File: src/design/tpc_pkg.sv
// Package for the peak collector: item types, register indexes, sizes.
// No dependencies.
package tpc_pkg;

    localparam int MAX_PEAKS_DEF = 16;

    localparam logic [1:0] REG_THRESHOLD = 2'd0;
    localparam logic [1:0] REG_RADIUS    = 2'd1;
    localparam logic [1:0] REG_MAX_PEAKS = 2'd2;

    typedef struct packed {
        logic               kind;
        logic signed [15:0] pos_x;
        logic signed [15:0] pos_y;
        logic signed [15:0] pos_z;
        logic signed [31:0] sample;
    } t_in_item;

    typedef struct packed {
        logic               added;
        logic               entry_valid;
        logic signed [15:0] peak_x;
        logic signed [15:0] peak_y;
        logic signed [15:0] peak_z;
        logic signed [31:0] peak_value;
        logic [4:0]         peak_count;
        logic               last;
    } t_out_item;

    typedef struct packed {
        logic               readout;
        logic               below;
        logic signed [15:0] pos_x;
        logic signed [15:0] pos_y;
        logic signed [15:0] pos_z;
        logic signed [31:0] sample;
    } t_cmd;

    typedef struct packed {
        logic [47:0]        coords;
        logic signed [31:0] value;
    } t_peak;

    typedef enum logic [2:0] {
        S_IDLE, S_SCAN, S_MIN, S_EVICT, S_READ, S_DONE
    } t_state;

endpackage

File: src/design/tpc_front.sv
// Front part: takes items, applies the threshold, holds a two-entry command queue.
// Depends on tpc_pkg.
module tpc_front (
    input  logic            i_clk,
    input  logic            i_rst_n,
    input  logic [31:0]     i_threshold,
    input  logic            i_push,
    input  tpc_pkg::t_in_item i_item,
    output logic            o_full,
    output logic            o_cmd_valid,
    output tpc_pkg::t_cmd   o_cmd,
    input  logic            i_cmd_take
);
    tpc_pkg::t_cmd r_q [2];
    logic          r_rd, r_wr;
    logic [1:0]    r_cnt;
    tpc_pkg::t_cmd w_cmd;
    logic          w_acc;

    assign o_full      = (r_cnt == 2'd2);
    assign w_acc       = i_push && !o_full;
    assign o_cmd_valid = (r_cnt != 2'd0);
    assign o_cmd       = r_q[r_rd];

    always_comb begin
        w_cmd.readout = i_item.kind;
        w_cmd.below   = (i_item.sample < $signed(i_threshold));
        w_cmd.pos_x   = i_item.pos_x;
        w_cmd.pos_y   = i_item.pos_y;
        w_cmd.pos_z   = i_item.pos_z;
        w_cmd.sample  = i_item.sample;
    end

    always_ff @(posedge i_clk) begin
        if (w_acc) begin
            r_q[r_wr] <= w_cmd;
        end
    end

    always_ff @(posedge i_clk) begin
        if (!i_rst_n) begin
            r_rd  <= 1'b0;
            r_wr  <= 1'b0;
            r_cnt <= 2'd0;
        end else begin
            if (w_acc) r_wr <= !r_wr;
            if (i_cmd_take) r_rd <= !r_rd;
            r_cnt <= r_cnt + 2'(w_acc) - 2'(i_cmd_take);
        end
    end

`ifndef SYNTHESIS
    a_take_valid: assert property (@(posedge i_clk) disable iff (!i_rst_n)
        i_cmd_take |-> o_cmd_valid) else $error("take from empty queue");
    a_cnt_range: assert property (@(posedge i_clk) disable iff (!i_rst_n)
        r_cnt != 2'd3) else $error("queue count overflow");
    a_full_hold: assert property (@(posedge i_clk) disable iff (!i_rst_n)
        (o_full && !i_cmd_take) |=> o_full) else $error("full dropped without take");
`endif
endmodule

File: config.mk
export PLATFORM = sky130hd
export DESIGN_NAME = tpc_front
export DESIGN_NICKNAME = d
export VERILOG_FILES = /design/src/design/tpc_pkg.sv /design/src/design/tpc_front.sv
export SDC_FILE = /design/constraint.sdc
export NUM_CORES = 1
export LEC_CHECK = 0
export BUFFER_PORTS_ARGS = -buffer_cell sky130_fd_sc_hd__buf_2
export CAP_MARGIN = 20
export CORE_MARGIN = 2
export CORE_UTILIZATION = 45
export DETAILED_ROUTE_END_ITERATION = 8
export PLACE_DENSITY_LB_ADDON = 0.12
export SYNTH_ARGS = -nofsm -noshare
export SYNTH_HDL_FRONTEND = slang
export SYNTH_SLANG_ARGS = --single-unit
File: constraint.sdc
create_clock -name i_clk -period 4.4 [get_ports i_clk]
set_clock_uncertainty 0.15 [all_clocks]
set_input_delay 0.44 -clock i_clk [delete_from_list [all_inputs] [get_ports i_clk]]
set_output_delay 0.44 -clock i_clk [all_outputs]
set_load 0.005 [all_outputs]
# Word-level counts from Yosys, hierarchy flattened
# Memory sizes are Yosys's and may differ from the RTL's. A register that Yosys moved wholly into a read port is not among the register bits.
# Index checks and enable logic that the tools add are counted.
# word_totals
register_bits	4
mem_bits_rw	164
n_memories	1
out_inout_bits	84
in_bits	117
# classes
magnitude_cmp	1
mux	4
n_reduce_logical	5
eq_ne	1
add_sub_neg	2
# mem_list
name	words	word_bits	rd	rd_ports_with_merged_regs	write_ports	line	text
r_q	2	82	1	1	1	tpc_front.sv:14	tpc_pkg::t_cmd r_q [2];
# op_table
operator	count
$lt A32 B32 Y1	1
$mux W1	4
$logic_not A1 Y1	3
$add A2 B1 Y2	1
$eq A2 B2 Y1 const B	1
$reduce_bool A2 Y1	1
$sub A2 B1 Y2	1
$logic_and A1 B1 Y1	1

# Logic depth before layout (Yosys ltp)
# logic_depth
word_depth	5
ltp_mapped	8

# Least setup slack after synthesis
# OpenSTA, ideal clock, no wires.
# synth_timing
kind	reg-to-reg
start	reg r_cnt[0]
end	mem r_q[0][0] (netlist bit) (enable)
setup_time_ns	0.524
path_stages_with_launch	4
period_less_slack_ns	4.656
t_arrival_ns	3.982
slack_ns	-0.256
cell_sequence	dfxtp_1 -> nand2b_1 -> nand2_1 -> nor2_1
# synth_via
elab_chain_len	5
# synth_rtl
item	line	text
from (decl)	tpc_front.sv:16	logic [1:0] r_cnt;
from (signal assigned)	tpc_front.sv:48	r_cnt <= r_cnt + 2'(w_acc) - 2'(i_cmd_take);
$eq A2 B2 Y1	tpc_front.sv:20	assign o_full = (r_cnt == 2'd2);
$logic_not A1 Y1	tpc_front.sv:21	assign w_acc = i_push && !o_full;
$logic_and A1 B1 Y1	tpc_front.sv:21	
$mux W1	tpc_front.sv:35	if (w_acc) begin
$mux W1 (not written as such)	tpc_front.sv:36	r_q[r_wr] <= w_cmd;
to (decl)	tpc_front.sv:14	
# No other way between the ends.

==> flow_summary_export.csv <==
group,metric,value,unit
run_status,outcome,"completed",
layout,layout.nets,749,
setup_path,cp_max_fo,72,
power_and_ir_drop,leakagePower,3.56,nW
synth,synthFlopType,"edfxtp_1",
layout,num_antenna_cells,0,
timing,finalSetupTns,0,ps
setup_path,path_cells,"buf_4 -> mux2_2 -> buf_2",
timing,worst_pin_slew,1010,ps
floorplanning,start_util,45.8,%
power_and_ir_drop,intPower,3.22,mW
cts,cts_setup_buffers,0,
floorplanning,fp.dieArea,16400,um^2
timing,fmax,346,MHz
timing,setup_viol,0,
grt,grt_pass1_wl,20200,um
timing,holdWs,52.3,ps
synth,syn_area,6910,um^2
synth,synth.net_count,535,
drt,wl_per_cell,16.5,um
grt,grt_pass1_vias,4125,
synth,postSynthCellCount,385,
place,portBuffers,200,
timing,hold_viol,0,
setup_path,cp_top_family,"flip-flops",
drt,ant_nets,0,
setup_path,arrival,2300,ps
setup_path,path_class,"flop to primary output",
cts,cts_resized,0,
synth,netlist.top_cell.by_area,"edfxtp_1",
power_and_ir_drop,seqPwrFrac,49.5,%
synth,synth_warnings,0,
timing,slew_headroom,32.4,%
cts,cts_tree,"built",
floorplanning,io_pins,201,
setup_path,r2r_end,"r_q[1][64]$_DFFE_PP_",
cts,clk_latency,420,ps
cts,clk_pin_slew_worst_paths,70,ps
timing,period_share,65.7,%
drt,vias,3987,
min_path,hold_start,"i_item[42]",
setup_path,slowest_delay,1000,ps
synth,yosysMostFrequentCell,"edfxtp_1",
synth,async_reset_ff_share,0,%
setup_path,cp.buffers_inverters,2,
cts,clock_path_buffers,2,
setup_path,rrSetupSlack,2160,ps
setup_path,end_kind,"primary output",
setup_path,cp-start-kind,"flop",
cts,cts_root_buf,"clkbuf_16",
floorplanning,coreArea,15100,um^2
synth,synth_top_area_share,71.3,%
setup_path,cp.depth,3,
synth,synth_cell_types,34,
grt,grt-ovfl-total,0,
setup_path,cp.required,3810,ps
timing,finalCriticalPeriod,2890,ps
place,dp_cells,768,
timing,slew_violations,0,
synth,synth-edff-count,164,
floorplanning,die_w,128,um
floorplanning,die_y,128,um
floorplanning,row_count,45,
place,dp_hpwl,8930,um
synth,yosys-top-cells-count,"edfxtp_1, mux2_2, ha_1, inv_1",
layout,drive_gt1_share,52.8,%
drt,drtIter0Drc,248,
timing,rsz0062_at_grt,"false",
synth,synth_area_per_cell,17.9,um^2
cts,cts_sinks,169,
layout,fin_util,58.0,%
place,gp_congestion,0.735,
run,max_cap_viol_count,0,
cts,hold_buffers,0,
grt,antenna_found_initial,1,
grt,grt_usage,16.5,%
layout,syn_to_final_growth,26.6,%
grt,grt_max_degree,73,
power_and_ir_drop,swShare,23.7,%
power_and_ir_drop,power_switching,0.999,mW
layout,stdcell_count,800,
power_and_ir_drop,p_per_area,483,nW/um^2
cts,cts_buffers,17,
min_path,hp-class,"input pin to flop",
drt,firstDrtPassIters,4,
setup_path,r2r_start,"r_cnt[0]$_SDFF_PN0_",
synth,synthTopCellsByArea,"edfxtp_1, mux2_2, ha_1, inv_1, dfxtp_1",
power_and_ir_drop,p_clk_share,35.6,%
drt,via_per_inst,4.98,
synth,synth_seq_area_share,72.8,%
setup_path,reg2reg_depth,3,
power_and_ir_drop,peakVddDrop,0.284,mV
cts,h-tree-depth,4,
synth,ys_ff_latch,169,
setup_path,slowest_stage,"dfxtp_4",
power_and_ir_drop,comb_power_share,14.9,%
setup_path,crit_path_end,"o_cmd[38]",
drt,route.detailed.drc,0,
drt,wirelength,13200,um
## power by group through the flow
| stage | clock [mW] | combinational, mW | sequential, mW |
|---|---|---|---|
| floorplan | 0 | 0.364 | 2.10 |
| global placement | 0 | 0.632 | 2.12 |
| detailed placement | 0 | 0.643 | 2.13 |
| CTS | 1.53 | 0.648 | 2.09 |
| global route | 1.59 | 0.700 | 2.11 |
| finish | 1.50 | 0.630 | 2.09 |
## worst register-to-register path: cells and delay by family, from the launching register on
kind | cells | cell delay [ps]
flops | 1 | 330
simple gates | 2 | 1010
buf+inv | 1 | 430
## flip-flops by register name, indices dropped and copies added, names as in the netlist, named ones only
name and cells:
r_q 164, r_cnt 2, r_rd 1, r_wr 1
## metal layers
metal / track usage, % / share of wire [%]
met1: 19.4 / 42
met2: 27.4 / 49
met3: 5.97 / 7.4
met4: 6.98 / 1.6
met5: 0 / 0.083
## cell type report
cell class,instances,area (um^2)
Inverter,33,124
Clock inverter,15,175
Multi-Input combinational cell,174,1730
Timing Repair Buffer,204,1030
Sequential cell,169,5030
Fill cell,1235,6340
Tap cell,188,235
Clock buffer,17,425
## per-stage QoR
step	worst slack, ps	power [mW]	cell area (um^2)
after floorplan	1130	2.46	6910
after global placement	1940	2.75	8150
after detailed placement	1910	2.77	8150
after CTS	1440	4.28	8750
after global routing	1360	4.40	8750
final	1510	4.22	8750
## worst min path at each step
stage	end	slack, ps	cells past startpoint
floorplan	r_q[0][0]$_DFFE_PP_	390	0
global placement	flop	410	2
detailed placement	flop	420	2
CTS	r_q[1][42]$_DFFE_PP_	30	1
global route	r_q[0][38]$_DFFE_PP_	40	1
finish	r_q[1][42]$_DFFE_PP_	50	1
## placed cells by master, fill, tap and decap left out, types with 2 or more instances in the layout
master,count
a21o_1,3
a21oi_1,8
a31oi_1,2
and2_1,5
and3_1,2
buf_2,200
buf_4,4
bufinv_16,3
clkbuf_16,17
clkinv_1,2
clkinv_2,2
clkinv_4,4
clkinvlp_4,2
dfxtp_1,4
edfxtp_1,164
ha_1,33
inv_1,33
inv_6,2
mux2_2,82
nand2_1,3
nand2b_1,2
nand3_1,6
nand4_1,5
o21ai_0,3
xnor2_1,2
## logic make-up (layout without fill, tap and decap cells)
group | after synthesis | in the layout | share of synthesized area (%)
adder cells (fa/ha/maj) | 33 | 33 | 5.98
AND/OR/NAND/NOR | 31 | 31 | 2.59
flip-flops | 169 | 169 | 72.8
multiplexers | 83 | 83 | 13.5
buffers and inverters | 42 | 269 | 2.43
XOR/XNOR | 3 | 3 | 0.381
AO/OA/AOI/OAI | 24 | 24 | 2.35
Power figures use the tool's default switching activity.
